==> config.mk <==
export PLATFORM = sky130hd
export DESIGN_NAME = sphere_triangle_subdivider
export DESIGN_NICKNAME = d
export VERILOG_FILES = /design/src/sv/stsd_pkg.sv /design/src/sv/stsd_proj.sv /design/src/sv/stsd_datapath.sv /design/src/sv/stsd_ctrl.sv /design/src/sv/sphere_triangle_subdivider.sv
export SDC_FILE = /design/constraint.sdc
export NUM_CORES = 2
export LEC_CHECK = 0
export BUFFER_PORTS_ARGS = -buffer_cell sky130_fd_sc_hd__buf_2
export CORE_MARGIN = 1.5
export CORE_UTILIZATION = 55
export DETAILED_ROUTE_END_ITERATION = 10
export MAX_ROUTING_LAYER = met4
export PLACE_DENSITY = 0.75
export SYNTH_ARGS = -nofsm -noshare
export SYNTH_HDL_FRONTEND = slang
export SYNTH_HIERARCHICAL = 1
export SYNTH_SLANG_ARGS = --single-unit
==> constraint.sdc <==
create_clock -name clk -period 16.45 [get_ports clk]
set_input_delay 3.29 -clock clk [delete_from_list [all_inputs] [get_ports clk]]
set_output_delay 3.29 -clock clk [all_outputs]
set_load 0.005 [all_outputs]
==> src/sv/stsd_pkg.sv <==
// Shared types and constants for the sphere triangle subdivider.
// Used by every module of the block; depends on nothing.
`default_nettype none
package stsd_pkg;

  localparam int COORD_W   = 24;
  localparam int RADIUS_W  = 23;
  localparam int IDX_W     = 32;
  localparam int MAX_DEPTH = 3;
  localparam int IN_W      = 224;
  localparam int OUT_W     = 248;

  localparam logic [RADIUS_W-1:0] RADIUS_RESET = 23'd65536;

  typedef logic [1:0] lvl_t;
  typedef logic signed [COORD_W-1:0] coord_t;

  typedef struct packed {
    coord_t z;
    coord_t y;
    coord_t x;
  } vec_t;

  typedef struct packed {
    vec_t c;
    vec_t b;
    vec_t a;
  } tri_t;

  // which edge midpoint is being projected
  typedef enum logic [1:0] {MID_AB, MID_BC, MID_CA} mid_sel_t;

  // child codes, in traversal order
  localparam logic [1:0] CHILD_A   = 2'd0;
  localparam logic [1:0] CHILD_B   = 2'd1;
  localparam logic [1:0] CHILD_MID = 2'd2;
  localparam logic [1:0] CHILD_C   = 2'd3;

  // controller to datapath
  typedef struct packed {
    logic     load_in;
    logic     mid_start;
    mid_sel_t mid_sel;
    logic     descend;
    logic [1:0] child;
    logic     emit;
    logic     last;
    lvl_t     lvl;
  } dp_cmd_t;

  // datapath to controller
  typedef struct packed {
    logic proj_done;
    logic out_free;
  } dp_stat_t;

endpackage
`default_nettype wire

==> src/sv/stsd_proj.sv <==
// Midpoint projection unit: floor average, sum of squares, bit-serial integer
// square root and restoring division, one shared multiplier. Uses stsd_pkg.
`default_nettype none
module stsd_proj (
  input  logic                          clk,
  input  logic                          rst,
  input  logic                          start,
  input  stsd_pkg::vec_t                p,
  input  stsd_pkg::vec_t                q,
  input  logic [stsd_pkg::RADIUS_W-1:0] radius,
  output logic                          done,
  output stsd_pkg::vec_t                res
);
  import stsd_pkg::*;

  typedef enum logic [2:0] {S_IDLE, S_SQ, S_SQRT, S_MUL, S_DINIT, S_DIV} pstate_t;

  pstate_t     state;
  logic [4:0]  cnt;
  logic [1:0]  comp;
  logic [23:0] mag [3];
  logic        neg [3];
  logic [47:0] prod;
  logic [47:0] acc;
  logic [47:0] v;
  logic [25:0] rem;
  logic [23:0] root;
  logic [23:0] r;
  logic [22:0] dv;
  logic [21:0] quo;
  coord_t      rv [3];

  function automatic coord_t mid_of(coord_t a, coord_t b);
    logic signed [24:0] s;
    begin
      s = {a[23], a} + {b[23], b};
      return s[24:1];
    end
  endfunction

  function automatic logic [23:0] mag_of(coord_t a);
    begin
      return a[23] ? (~a + 24'd1) : a;
    end
  endfunction

  coord_t      mx, my, mz;
  logic [23:0] mul_a, mul_b;
  logic [47:0] mul_p;
  logic [27:0] sq_wide, sq_trial, sq_diff;
  logic        sq_ge;
  logic [24:0] dw, dw_diff;
  logic        dge;
  logic [22:0] qfin;

  assign mx = mid_of(p.x, q.x);
  assign my = mid_of(p.y, q.y);
  assign mz = mid_of(p.z, q.z);

  // shared multiplier: squares, then magnitude times radius
  assign mul_a = mag[comp];
  assign mul_b = (state == S_SQ) ? mag[comp] : {1'b0, radius};
  assign mul_p = mul_a * mul_b;

  // one root bit per cycle
  assign sq_wide  = {rem, v[47:46]};
  assign sq_trial = {2'b00, root, 2'b01};
  assign sq_ge    = sq_wide >= sq_trial;
  assign sq_diff  = sq_wide - sq_trial;

  // one quotient bit per cycle
  assign dw      = {r, dv[22]};
  assign dge     = dw >= {1'b0, root};
  assign dw_diff = dw - {1'b0, root};
  assign qfin    = {quo, dge};

  assign res.x = rv[0];
  assign res.y = rv[1];
  assign res.z = rv[2];

  // sequencer and datapath registers
  always_ff @(posedge clk) begin
    done <= 1'b0;
    if (rst) begin
      state <= S_IDLE;
      cnt   <= '0;
      comp  <= '0;
    end else begin
      case (state)
        S_IDLE: begin
          if (start) begin
            mag[0] <= mag_of(mx);
            mag[1] <= mag_of(my);
            mag[2] <= mag_of(mz);
            neg[0] <= mx[23];
            neg[1] <= my[23];
            neg[2] <= mz[23];
            comp   <= '0;
            cnt    <= '0;
            acc    <= '0;
            state  <= S_SQ;
          end
        end
        S_SQ: begin
          if (cnt < 5'd3) prod <= mul_p;
          if (cnt != 5'd0) acc <= acc + prod;
          if (comp != 2'd2) comp <= comp + 2'd1;
          cnt <= cnt + 5'd1;
          if (cnt == 5'd3) begin
            v     <= acc + prod;
            rem   <= '0;
            root  <= '0;
            cnt   <= '0;
            comp  <= '0;
            state <= S_SQRT;
          end
        end
        S_SQRT: begin
          rem  <= sq_ge ? sq_diff[25:0] : sq_wide[25:0];
          root <= {root[22:0], sq_ge};
          v    <= {v[45:0], 2'b00};
          cnt  <= cnt + 5'd1;
          if (cnt == 5'd23) begin
            cnt   <= '0;
            state <= S_MUL;
          end
        end
        S_MUL: begin
          if (root == 24'd0) begin
            // zero-length midpoint
            rv[0] <= '0;
            rv[1] <= '0;
            rv[2] <= '0;
            done  <= 1'b1;
            state <= S_IDLE;
          end else begin
            prod  <= mul_p;
            state <= S_DINIT;
          end
        end
        S_DINIT: begin
          // quotient is below 2^23, so the top bits start below the divisor
          r     <= prod[46:23];
          dv    <= prod[22:0];
          quo   <= '0;
          cnt   <= '0;
          state <= S_DIV;
        end
        S_DIV: begin
          r   <= dge ? dw_diff[23:0] : dw[23:0];
          quo <= qfin[21:0];
          dv  <= {dv[21:0], 1'b0};
          cnt <= cnt + 5'd1;
          if (cnt == 5'd22) begin
            rv[comp] <= neg[comp] ? -{1'b0, qfin} : {1'b0, qfin};
            if (comp == 2'd2) begin
              done  <= 1'b1;
              state <= S_IDLE;
            end else begin
              comp  <= comp + 2'd1;
              state <= S_MUL;
            end
          end
        end
        default: state <= S_IDLE;
      endcase
    end
  end

  a_start_idle: assert property (@(posedge clk) disable iff (rst)
    start |-> state == S_IDLE) else $error("projection started while busy");
  a_done_pulse: assert property (@(posedge clk) disable iff (rst)
    done |=> !done) else $error("projection done held for two cycles");

endmodule
`default_nettype wire

==> src/sv/stsd_datapath.sv <==
// Datapath: radius register, triangle stack per level, midpoint store,
// projection unit, output register and vertex counter. Uses stsd_pkg, stsd_proj.
`default_nettype none
module stsd_datapath (
  input  logic                          clk,
  input  logic                          rst,
  input  logic                          cfg_wr_en,
  input  logic [stsd_pkg::RADIUS_W-1:0] cfg_wr_data,
  input  stsd_pkg::tri_t                in_tri,
  input  stsd_pkg::dp_cmd_t             cmd,
  output stsd_pkg::dp_stat_t            stat,
  output logic                          out_valid,
  input  logic                          out_ready,
  output stsd_pkg::tri_t                out_tri,
  output logic [stsd_pkg::IDX_W-1:0]    out_base,
  output logic                          out_last
);
  import stsd_pkg::*;

  logic [RADIUS_W-1:0] radius;
  logic [IDX_W-1:0]    vcount;
  tri_t                tri_stk [MAX_DEPTH+1];
  vec_t                mid_stk [MAX_DEPTH][3];

  tri_t   cur;
  tri_t   child_tri;
  vec_t   pp, qq, pres, m_ab, m_bc, m_ca;
  logic   pdone;

  assign cur  = tri_stk[cmd.lvl];
  assign m_ab = mid_stk[cmd.lvl][MID_AB];
  assign m_bc = mid_stk[cmd.lvl][MID_BC];
  assign m_ca = mid_stk[cmd.lvl][MID_CA];

  // edge end points for the projection unit
  always_comb begin
    case (cmd.mid_sel)
      MID_AB: begin pp = cur.a; qq = cur.b; end
      MID_BC: begin pp = cur.c; qq = cur.b; end
      MID_CA: begin pp = cur.a; qq = cur.c; end
      default: begin pp = cur.a; qq = cur.b; end
    endcase
  end

  // child triangle from parent corners and its projected midpoints
  always_comb begin
    case (cmd.child)
      CHILD_A:   child_tri = '{c: m_ca, b: m_ab,  a: cur.a};
      CHILD_B:   child_tri = '{c: m_bc, b: cur.b, a: m_ab};
      CHILD_MID: child_tri = '{c: m_ca, b: m_bc,  a: m_ab};
      default:   child_tri = '{c: cur.c, b: m_bc, a: m_ca};
    endcase
  end

  stsd_proj u_proj (
    .clk    (clk),
    .rst    (rst),
    .start  (cmd.mid_start),
    .p      (pp),
    .q      (qq),
    .radius (radius),
    .done   (pdone),
    .res    (pres)
  );

  assign stat.proj_done = pdone;
  assign stat.out_free  = !out_valid || out_ready;

  // stacks and result register
  always_ff @(posedge clk) begin
    if (cmd.load_in) tri_stk[0] <= in_tri;
    if (cmd.descend) tri_stk[lvl_t'(cmd.lvl + 2'd1)] <= child_tri;
    if (pdone) mid_stk[cmd.lvl][cmd.mid_sel] <= pres;
    if (cmd.emit) begin
      out_tri  <= cur;
      out_base <= vcount;
      out_last <= cmd.last;
    end
  end

  // control registers
  always_ff @(posedge clk) begin
    if (rst) begin
      radius    <= RADIUS_RESET;
      vcount    <= '0;
      out_valid <= 1'b0;
    end else begin
      if (cfg_wr_en) radius <= cfg_wr_data;
      if (cmd.emit) begin
        out_valid <= 1'b1;
        vcount    <= vcount + IDX_W'(3);
      end else if (out_ready) begin
        out_valid <= 1'b0;
      end
    end
  end

  a_emit_free: assert property (@(posedge clk) disable iff (rst)
    cmd.emit |-> (!out_valid || out_ready)) else $error("result overwritten");

endmodule
`default_nettype wire

==> src/sv/stsd_ctrl.sv <==
// Controller: walks the subdivision tree depth first with a per-level child
// counter and sequences midpoint projection and leaf output. Uses stsd_pkg.
`default_nettype none
module stsd_ctrl (
  input  logic               clk,
  input  logic               rst,
  input  logic               in_valid,
  input  logic [2:0]         in_levels,
  output logic               in_ready,
  input  stsd_pkg::dp_stat_t stat,
  output stsd_pkg::dp_cmd_t  cmd
);
  import stsd_pkg::*;

  typedef enum logic [2:0] {
    C_IDLE, C_CHECK, C_MID_GO, C_MID_WAIT, C_DESCEND, C_EMIT, C_ASCEND
  } cstate_t;

  cstate_t    state;
  lvl_t       depth;
  lvl_t       lvl;
  mid_sel_t   mid_idx;
  logic [1:0] child [MAX_DEPTH];
  logic       leaf_last;

  // final leaf when every ancestor is on its last child
  always_comb begin
    leaf_last = 1'b1;
    for (int i = 0; i < MAX_DEPTH; i++) begin
      if (lvl_t'(i) < depth && child[i] != CHILD_C) leaf_last = 1'b0;
    end
  end

  assign in_ready      = (state == C_IDLE);
  assign cmd.load_in   = (state == C_IDLE) && in_valid;
  assign cmd.mid_start = (state == C_MID_GO);
  assign cmd.mid_sel   = mid_idx;
  assign cmd.descend   = (state == C_DESCEND);
  assign cmd.child     = child[lvl];
  assign cmd.emit      = (state == C_EMIT) && stat.out_free;
  assign cmd.last      = leaf_last;
  assign cmd.lvl       = lvl;

  // tree walk
  always_ff @(posedge clk) begin
    if (rst) begin
      state   <= C_IDLE;
      depth   <= '0;
      lvl     <= '0;
      mid_idx <= MID_AB;
      for (int i = 0; i < MAX_DEPTH; i++) child[i] <= CHILD_A;
    end else begin
      case (state)
        C_IDLE: begin
          if (in_valid) begin
            depth <= (in_levels > 3'(MAX_DEPTH)) ? lvl_t'(MAX_DEPTH) : in_levels[1:0];
            lvl   <= '0;
            state <= C_CHECK;
          end
        end
        C_CHECK: begin
          if (lvl == depth) begin
            state <= C_EMIT;
          end else begin
            mid_idx <= MID_AB;
            state   <= C_MID_GO;
          end
        end
        C_MID_GO: state <= C_MID_WAIT;
        C_MID_WAIT: begin
          if (stat.proj_done) begin
            case (mid_idx)
              MID_AB: begin mid_idx <= MID_BC; state <= C_MID_GO; end
              MID_BC: begin mid_idx <= MID_CA; state <= C_MID_GO; end
              default: begin
                child[lvl] <= CHILD_A;
                state      <= C_DESCEND;
              end
            endcase
          end
        end
        C_DESCEND: begin
          lvl   <= lvl + 2'd1;
          state <= C_CHECK;
        end
        C_EMIT: begin
          if (stat.out_free) begin
            if (leaf_last) begin
              state <= C_IDLE;
            end else begin
              lvl   <= lvl - 2'd1;
              state <= C_ASCEND;
            end
          end
        end
        C_ASCEND: begin
          if (child[lvl] == CHILD_C) begin
            lvl <= lvl - 2'd1;
          end else begin
            child[lvl] <= child[lvl] + 2'd1;
            state      <= C_DESCEND;
          end
        end
        default: state <= C_IDLE;
      endcase
    end
  end

  a_lvl_bound: assert property (@(posedge clk) disable iff (rst)
    state != C_IDLE |-> lvl <= depth) else $error("level beyond depth");

endmodule
`default_nettype wire

==> src/sv/sphere_triangle_subdivider.sv <==
// Sphere triangle subdivider. Each request carries one triangle and a depth
// (saturated to 3); the block emits 4^depth leaf triangles depth first, each
// with a running base vertex index that advances by 3, tlast on the final leaf.
// New edge midpoints are projected onto the sphere of cfg radius by one shared
// unit that steps through start, squaring, bit-serial root steps, per component
// a multiply, a load and the divide steps, then done; a zero-length midpoint
// skips the load and the divide steps. Depth 3 needs 63 midpoints. A new request
// is taken once the last leaf is in the output register. Depends on stsd_pkg,
// stsd_ctrl, stsd_datapath.
`default_nettype none
module sphere_triangle_subdivider (
  input  logic                          clk,
  input  logic                          rst,
  input  logic                          cfg_wr_en,
  input  logic [stsd_pkg::RADIUS_W-1:0] cfg_wr_data,
  input  logic                          s_axis_tvalid,
  output logic                          s_axis_tready,
  // ax, ay, az, bx, by, bz, cx, cy, cz (24 each), levels (3), zero pad
  input  logic [stsd_pkg::IN_W-1:0]     s_axis_tdata,
  output logic                          m_axis_tvalid,
  input  logic                          m_axis_tready,
  // out_ax, out_ay, out_az, out_bx, out_by, out_bz, out_cx, out_cy, out_cz
  // (24 each), base_index (32)
  output logic [stsd_pkg::OUT_W-1:0]    m_axis_tdata,
  output logic                          m_axis_tlast
);
  import stsd_pkg::*;

  tri_t               in_tri;
  tri_t               out_tri;
  logic [IDX_W-1:0]   out_base;
  dp_cmd_t            cmd;
  dp_stat_t           stat;

  assign in_tri = s_axis_tdata[215:0];
  assign m_axis_tdata = {out_base, out_tri};

  stsd_ctrl u_ctrl (
    .clk       (clk),
    .rst       (rst),
    .in_valid  (s_axis_tvalid),
    .in_levels (s_axis_tdata[218:216]),
    .in_ready  (s_axis_tready),
    .stat      (stat),
    .cmd       (cmd)
  );

  stsd_datapath u_dp (
    .clk         (clk),
    .rst         (rst),
    .cfg_wr_en   (cfg_wr_en),
    .cfg_wr_data (cfg_wr_data),
    .in_tri      (in_tri),
    .cmd         (cmd),
    .stat        (stat),
    .out_valid   (m_axis_tvalid),
    .out_ready   (m_axis_tready),
    .out_tri     (out_tri),
    .out_base    (out_base),
    .out_last    (m_axis_tlast)
  );

endmodule
`default_nettype wire
* Word level (Yosys, flattened, before mapping)
Memories as Yosys holds them, arrays and structs flattened. A register that Yosys moved wholly into a read port is not among the register bits. Index checks and enable logic that the tools add are counted.
Storage, ports and cells: bits in registers 588, memory bits (writable) 1665, bits of input ports 252, logic and storage cells 267, memories kept 6
Memories:
- u_dp.tri_stk | depth 4, width 216, read ports 1, clocked after Yosys merged registers in 1, wr ports 1, line stsd_datapath.sv:22 | tri_t tri_stk [MAX_DEPTH+1];
- u_dp.mid_stk | depth 3, width 216, read ports 1, clocked after Yosys merged registers in 1, wr ports 1, line stsd_datapath.sv:23 | vec_t mid_stk [MAX_DEPTH][3];
- u_dp.u_proj.mag | depth 3, width 24, read ports 1, clocked after Yosys merged registers in 1, wr ports 3, line stsd_proj.sv:21 | logic [23:0] mag [3];
- u_dp.u_proj.rv | depth 3, width 24, read ports 3, clocked after Yosys merged registers in 0, wr ports 3, line stsd_proj.sv:31 | coord_t rv [3];
- u_ctrl.child | depth 3, width 2, read ports 4, clocked after Yosys merged registers in 1, wr ports 3, line stsd_ctrl.sv:23 | logic [1:0] child [MAX_DEPTH];
- u_dp.u_proj.neg | depth 3, width 1, read ports 1, clocked after Yosys merged registers in 1, wr ports 3, line stsd_proj.sv:22 | logic neg [3];
Operators by class: add/subtract/negate cells 16, $mul 1, magnitude comparators 9, eq/ne operators 42, mux-type cells 119, bitwise logic cells 6, reduce and logical (&&, ||, !) cells 38
Operator list (number):
- $pmux W216 S3 | 1
- $mux W216 | 2
- $pmux W48 S2 | 3
- $mux W48 | 5
- $mux W72 | 3
- $reduce_or A216 Y1 | 1
- $mux W24 | 8
- $demux W72 S2 | 1
- $pmux W24 S2 | 2
- $add A24 B24 Y25 | 3
- $add A24 B1 Y24 const B | 3
- $not A24 Y24 | 3
- $mux W2 | 28
- $mux W26 | 2
- $pmux W26 S2 | 1
- $add A48 B48 Y48 | 1
- $mul A24 B24 Y48 | 1
- $pmux W23 S2 | 1
- $pmux W22 S2 | 1
- $mux W1 | 38
- $mux W3 | 12
- $add A32 B2 Y32 const B | 1
- $ge A28 B26 Y1 | 1
- $ne A2 B2 Y1 const B | 13
- other kinds (50) | 96

* Depth between registers and ports, before layout
An unclocked memory read counts as a cell.
depth in word-level cells 11, gate-level depth with buffers 34, mapped depth without buffers 30

* Cells and area by module
The synthesis kept the hierarchy.
By module, submodules not included:
- stsd_datapath | instances 1, cells an instance 4524, area each 75364.8 um2
- stsd_proj | instances 1, cells an instance 4930, area each 45298.4 um2
- stsd_ctrl | instances 1, cells an instance 133, area each 1236.2 um2

* Worst setup path before layout
No wires, ideal clock.
path kind reg2reg, start reg u_ctrl.lvl[1], end mem u_dp/tri_stk[1][0] (netlist bit), enable pin, arrival time 15.686 ns, path slack -0.293 ns, stages on the path, launching flop included 6, path buffers 4, clock period less this slack 16.743 ns, path through dfxtp_1 -> buf_2 -> buf_2 -> buf_2 -> clkbuf_1 -> nor3_1
Between the ends: longest elaborated chain between the ends 2
Ends and longest elaborated chain:
- from (decl) | line stsd_ctrl.sv:21 | lvl_t lvl;
- from (signal assigned) | line stsd_ctrl.sv:83 | lvl <= lvl + 2'd1;
- from (signal assigned) | line stsd_ctrl.sv:91 | lvl <= lvl - 2'd1;
- from (signal assigned) | line stsd_ctrl.sv:98 | lvl <= lvl - 2'd1;
- $add A2 B1 Y2 | line stsd_datapath.sv:72 | if (cmd.descend) tri_stk[lvl_t'(cmd.lvl + 2'd1)] <= child_tri;
- $mux W2 (no source line)
- to (decl) | line stsd_datapath.sv:22
Every way passes these cells.

* Final worst setup path
start reg u_dp.u_proj.state[2], end reg u_dp.u_proj.prod[45], data pin
Between the ends: longest elaborated chain between the ends 5, elaborated cells on any way between the ends 7, those cells by class mul (1); eq/ne (2); mux (4)
Ends and longest elaborated chain:
- from (decl) | line stsd_proj.sv:18 | pstate_t state;
- from (signal assigned) | line stsd_proj.sv:85 | state <= S_IDLE;
- from (signal assigned) | line stsd_proj.sv:101 | state <= S_SQ;
- from (signal assigned) | line stsd_proj.sv:115 | state <= S_SQRT;
- $eq A3 B1 Y1 (*) | line stsd_proj.sv:62 | assign mul_b = (state == S_SQ) ? mag[comp] : {1'b0, radius};
- $mux W24 (*) | line stsd_proj.sv:62
- $mul A24 B24 Y48 (*) | line stsd_proj.sv:63 | assign mul_p = mul_a * mul_b;
- named net u_dp.u_proj.mul_p[45] | line stsd_proj.sv:49 | logic [47:0] mul_p;
- $mux W48, on equally long branches | line stsd_proj.sv:129, stsd_proj.sv:105
- $pmux W48 S2 (*) | line stsd_proj.sv:89 | case (state)
- to (signal assigned) | line stsd_proj.sv:105 | if (cnt < 5'd3) prod <= mul_p;
- to (signal assigned) | line stsd_proj.sv:137 | prod <= mul_p;
- to (decl) | line stsd_proj.sv:23 | logic [47:0] prod;
The timed path passes the listed nets; every way through them passes the cells marked *. The select of a mux whose other input is x is not followed. A chain may end at the register's enable or synchronous reset.

==> metrics <==
final setup vio count=0; Die Ht=474 um; Final Hold Fails=0; Hold Crit Class=reg2reg; # port buffers=497; DR WL/cell=28.6 um; TritonCTS clock tree=yes; ratio of cells with drive above 1 in the final layout=15.3%; H-tree levels=4; die width=474 um; Clock Latency Late Sink=0.95 ns; CP bufs+invs=10; vias=85400; Critical Path RT=17.08 ns; number of vias per cell=6.51; CP Capture Type=flip-flop; Max FO, Critical Path=48; setup TNS=0 ns; Synth Warn #=6; final slew viol count=0; Final period util=60.9%; status=finished, final reports clean; remaining antenna violation count after routing=0; Synth Area per Inst=12.7 um^2; Layout area overhead=11.0%; final wirelength=376000 um; HPWL after detailed placement=252000 um; Max clock buf depth=3; Max-Cap Viols=0; Max Freq=0.0998 GHz; gr ovfl total=0; Startpoint Class=flip-flop; CP delay by family, top=adder cells; CTS sink count=2259; number of DRC markers in iteration 0=11200; Post-CTS Setup Inserts=0; initial antenna violation count=22; Post-Syn Area=122000 um^2; DRT Pass-1 Iters=6; final-stage net count=11000; die area=224000 um^2; clock skew=0.0843 ns; Num CTS Buffers=222; CTS root buf=clkbuf_16; min Tclk post-route=10.02 ns; Net Count, Synth=10700; Top Ports=503; fill cell count=16700; largest net degree at the start of global routing=179; Final GP Congestion=0.981; clk slew on worst S/H paths=0.07 ns; synthesized instance count=9587; crit-path max cell delay=0.68 ns; Worst Path Arrival=10.65 ns; worst-margin pin slew=1.34 ns; FP Rows=172; core area=220000 um^2; ys flop type=edfxtp_1; Async SR Flop Fraction=0%; Seq/Total Area, Yosys=55.0%; Slew HR=10.1%; Worst Path Class, Setup=reg2reg; Post-synth EDFFs=2179; RSZ-0062 raised after global routing=no; vias in the first global route=83500; GRT Resource Usage Total=34.3%; Crit-path slowest cell=a311oi_1; Crit path top cell by count=fa_1; post-CTS sizing=0; hold-fix buffer count after cts=0; first-pass GRT wire length=549000 um; Yosys reg bits=2259; DRC=0; Starting Density=55.4%; number of distinct library cells after synthesis=104
state kept, by name (all words and copies together), names as in the netlist, 48 cells and up, named ones only:
register and cells:
u_dp/u_proj/prod 48, u_dp/tri_stk 864, u_dp/u_proj/mag 72, u_dp/u_proj/v 48, u_dp/out_tri 216, u_dp/u_proj/acc 48, u_dp/u_proj/rv 72, u_dp/mid_stk 648
layer usage:
metal / up-vias / global-route usage, % / share of wire (%)
met2: 5867 / 50.3 / 45
met5: - / - / 0
li1: 36000 / - / -
met1: 42600 / 45.7 / 38
met4: 0 / 15.8 / 5.1
met3: 941 / 7.90 / 12
cell usage after synthesis (all sizes together), types with 35 or more instances:
cell | n | share of area (%)
a211oi | 317 | 2.0
a21o | 173 | 1.1
a21oi | 501 | 2.1
a221oi | 77 | 0.55
a22oi | 75 | 0.46
a31oi | 40 | 0.21
and2 | 46 | 0.24
and3 | 59 | 0.30
buf | 121 | 0.52
clkbuf | 410 | 1.3
dfxtp | 80 | 1.3
edfxtp | 2179 | 54
fa | 487 | 8.0
ha | 352 | 3.6
inv | 666 | 2.1
mux2 | 231 | 2.1
mux2i | 281 | 2.3
mux4 | 218 | 4.0
nand2 | 892 | 2.7
nand2b | 37 | 0.19
nand3 | 65 | 0.27
nand4 | 35 | 0.18
nor2 | 763 | 2.4
nor2b | 106 | 0.55
nor3 | 75 | 0.32
o211ai | 146 | 0.90
o21a | 124 | 0.76
o21ai | 399 | 1.6
o21bai | 37 | 0.23
xnor2 | 169 | 1.2
xor2 | 103 | 0.74
worst paths after layout:
path,startpoint,to,slack [ns],cells after the start
worst min register to register,u_dp/vcount[31],u_dp/out_base[31],0.47,0
worst max register to register,u_dp/u_proj/state[2],u_dp/u_proj/prod[45],6.43,33
worst max-delay path,u_dp/u_proj/state[2],u_dp/u_proj/prod[45],6.43,33
worst min-delay path,u_dp/vcount[31],u_dp/out_base[31],0.47,0
stage by stage:
step | hold WS, ns | util (%) | worst slack [ns] | instances | instance area (um^2)
2_1_floorplan | 0.422 | - | 4.96 | 9587 | 122000
3_3_place_gp | 0.451 | 58.0 | 6.65 | 12700 | 128000
3_5_place_dp | 0.452 | 58.0 | 6.64 | 12700 | 128000
4_1_cts | 0.467 | 61.5 | 6.56 | 13100 | 135000
5_1_grt | 0.479 | 61.5 | 6.00 | 13100 | 135000
6_report | 0.470 | 61.5 | 6.43 | 13100 | 135000
placed cells by master, fill, tap and decap left out, types with 39 or more instances in the layout:
cell       synthesis  final
nand2_1          892    890
mux4_2           218    216
dfxtp_1           80     77
and3_1            59     56
o211ai_1         146    146
mux2i_1          281    281
xor2_1           103    103
a22oi_1           75     75
nor2_1           760    750
buf_2             54    496
ha_1             352    352
clkbuf_1         410     50
a211oi_1         316    316
edfxtp_1        2179   2179
mux2_2           229    229
buf_4             24    168
and2_1            45     42
fa_1             487    487
nor2b_1          105    103
a21o_1           173    173
a21oi_1          500    499
nand3_1           65     63
inv_1            664    664
o21a_1           124    124
a221oi_1          77     77
clkbuf_16          0    223
nor3_1            73     69
xnor2_1          169    169
clkinv_2           0     39
o21ai_0          380    364
final cells by class:
class	count	area [um^2]	area share (%)
Tap cell	2958	3700	2.74
Antenna cell	22	55.1	0.0407
Multi-Input combinational cell	6131	50500	37.3
Clock buffer	277	5820	4.30
Clock inverter	134	1750	1.29
Inverter	666	2510	1.86
Timing Repair Buffer	672	3900	2.89
Sequential cell	2259	67000	49.6
cells by family (layout without fill, tap and decap cells):
| logic type | count (synthesis) | count (layout) | share of synthesized area (%) |
|---|---|---|---|
| flip-flops | 2259 | 2259 | 55.0 |
| AND/OR/NAND/NOR | 2223 | 2223 | 8.03 |
| AO/OA/AOI/OAI | 2067 | 2067 | 11.1 |
| buffers and inverters | 1197 | 1749 | 3.83 |
| adder cells (fa/ha/maj) | 839 | 839 | 11.6 |
| multiplexers | 730 | 730 | 8.47 |
| XOR/XNOR | 272 | 272 | 1.95 |
| other | 0 | 22 | 0 |
worst register-to-register path, delay by kind of cell, from the launching register on:
kind	cells	cell delay [ns]
XOR/XNOR	1	0.09
buffers and inverters	10	2.20
AO/OA/AOI/OAI	10	2.45
adder cells (fa/ha/maj)	8	4.02
AND/OR/NAND/NOR	4	0.69
flip-flops	1	0.31
Power is not shown: default switching activity piles up to over one toggle a cycle in this logic, so the estimate is an artifact.
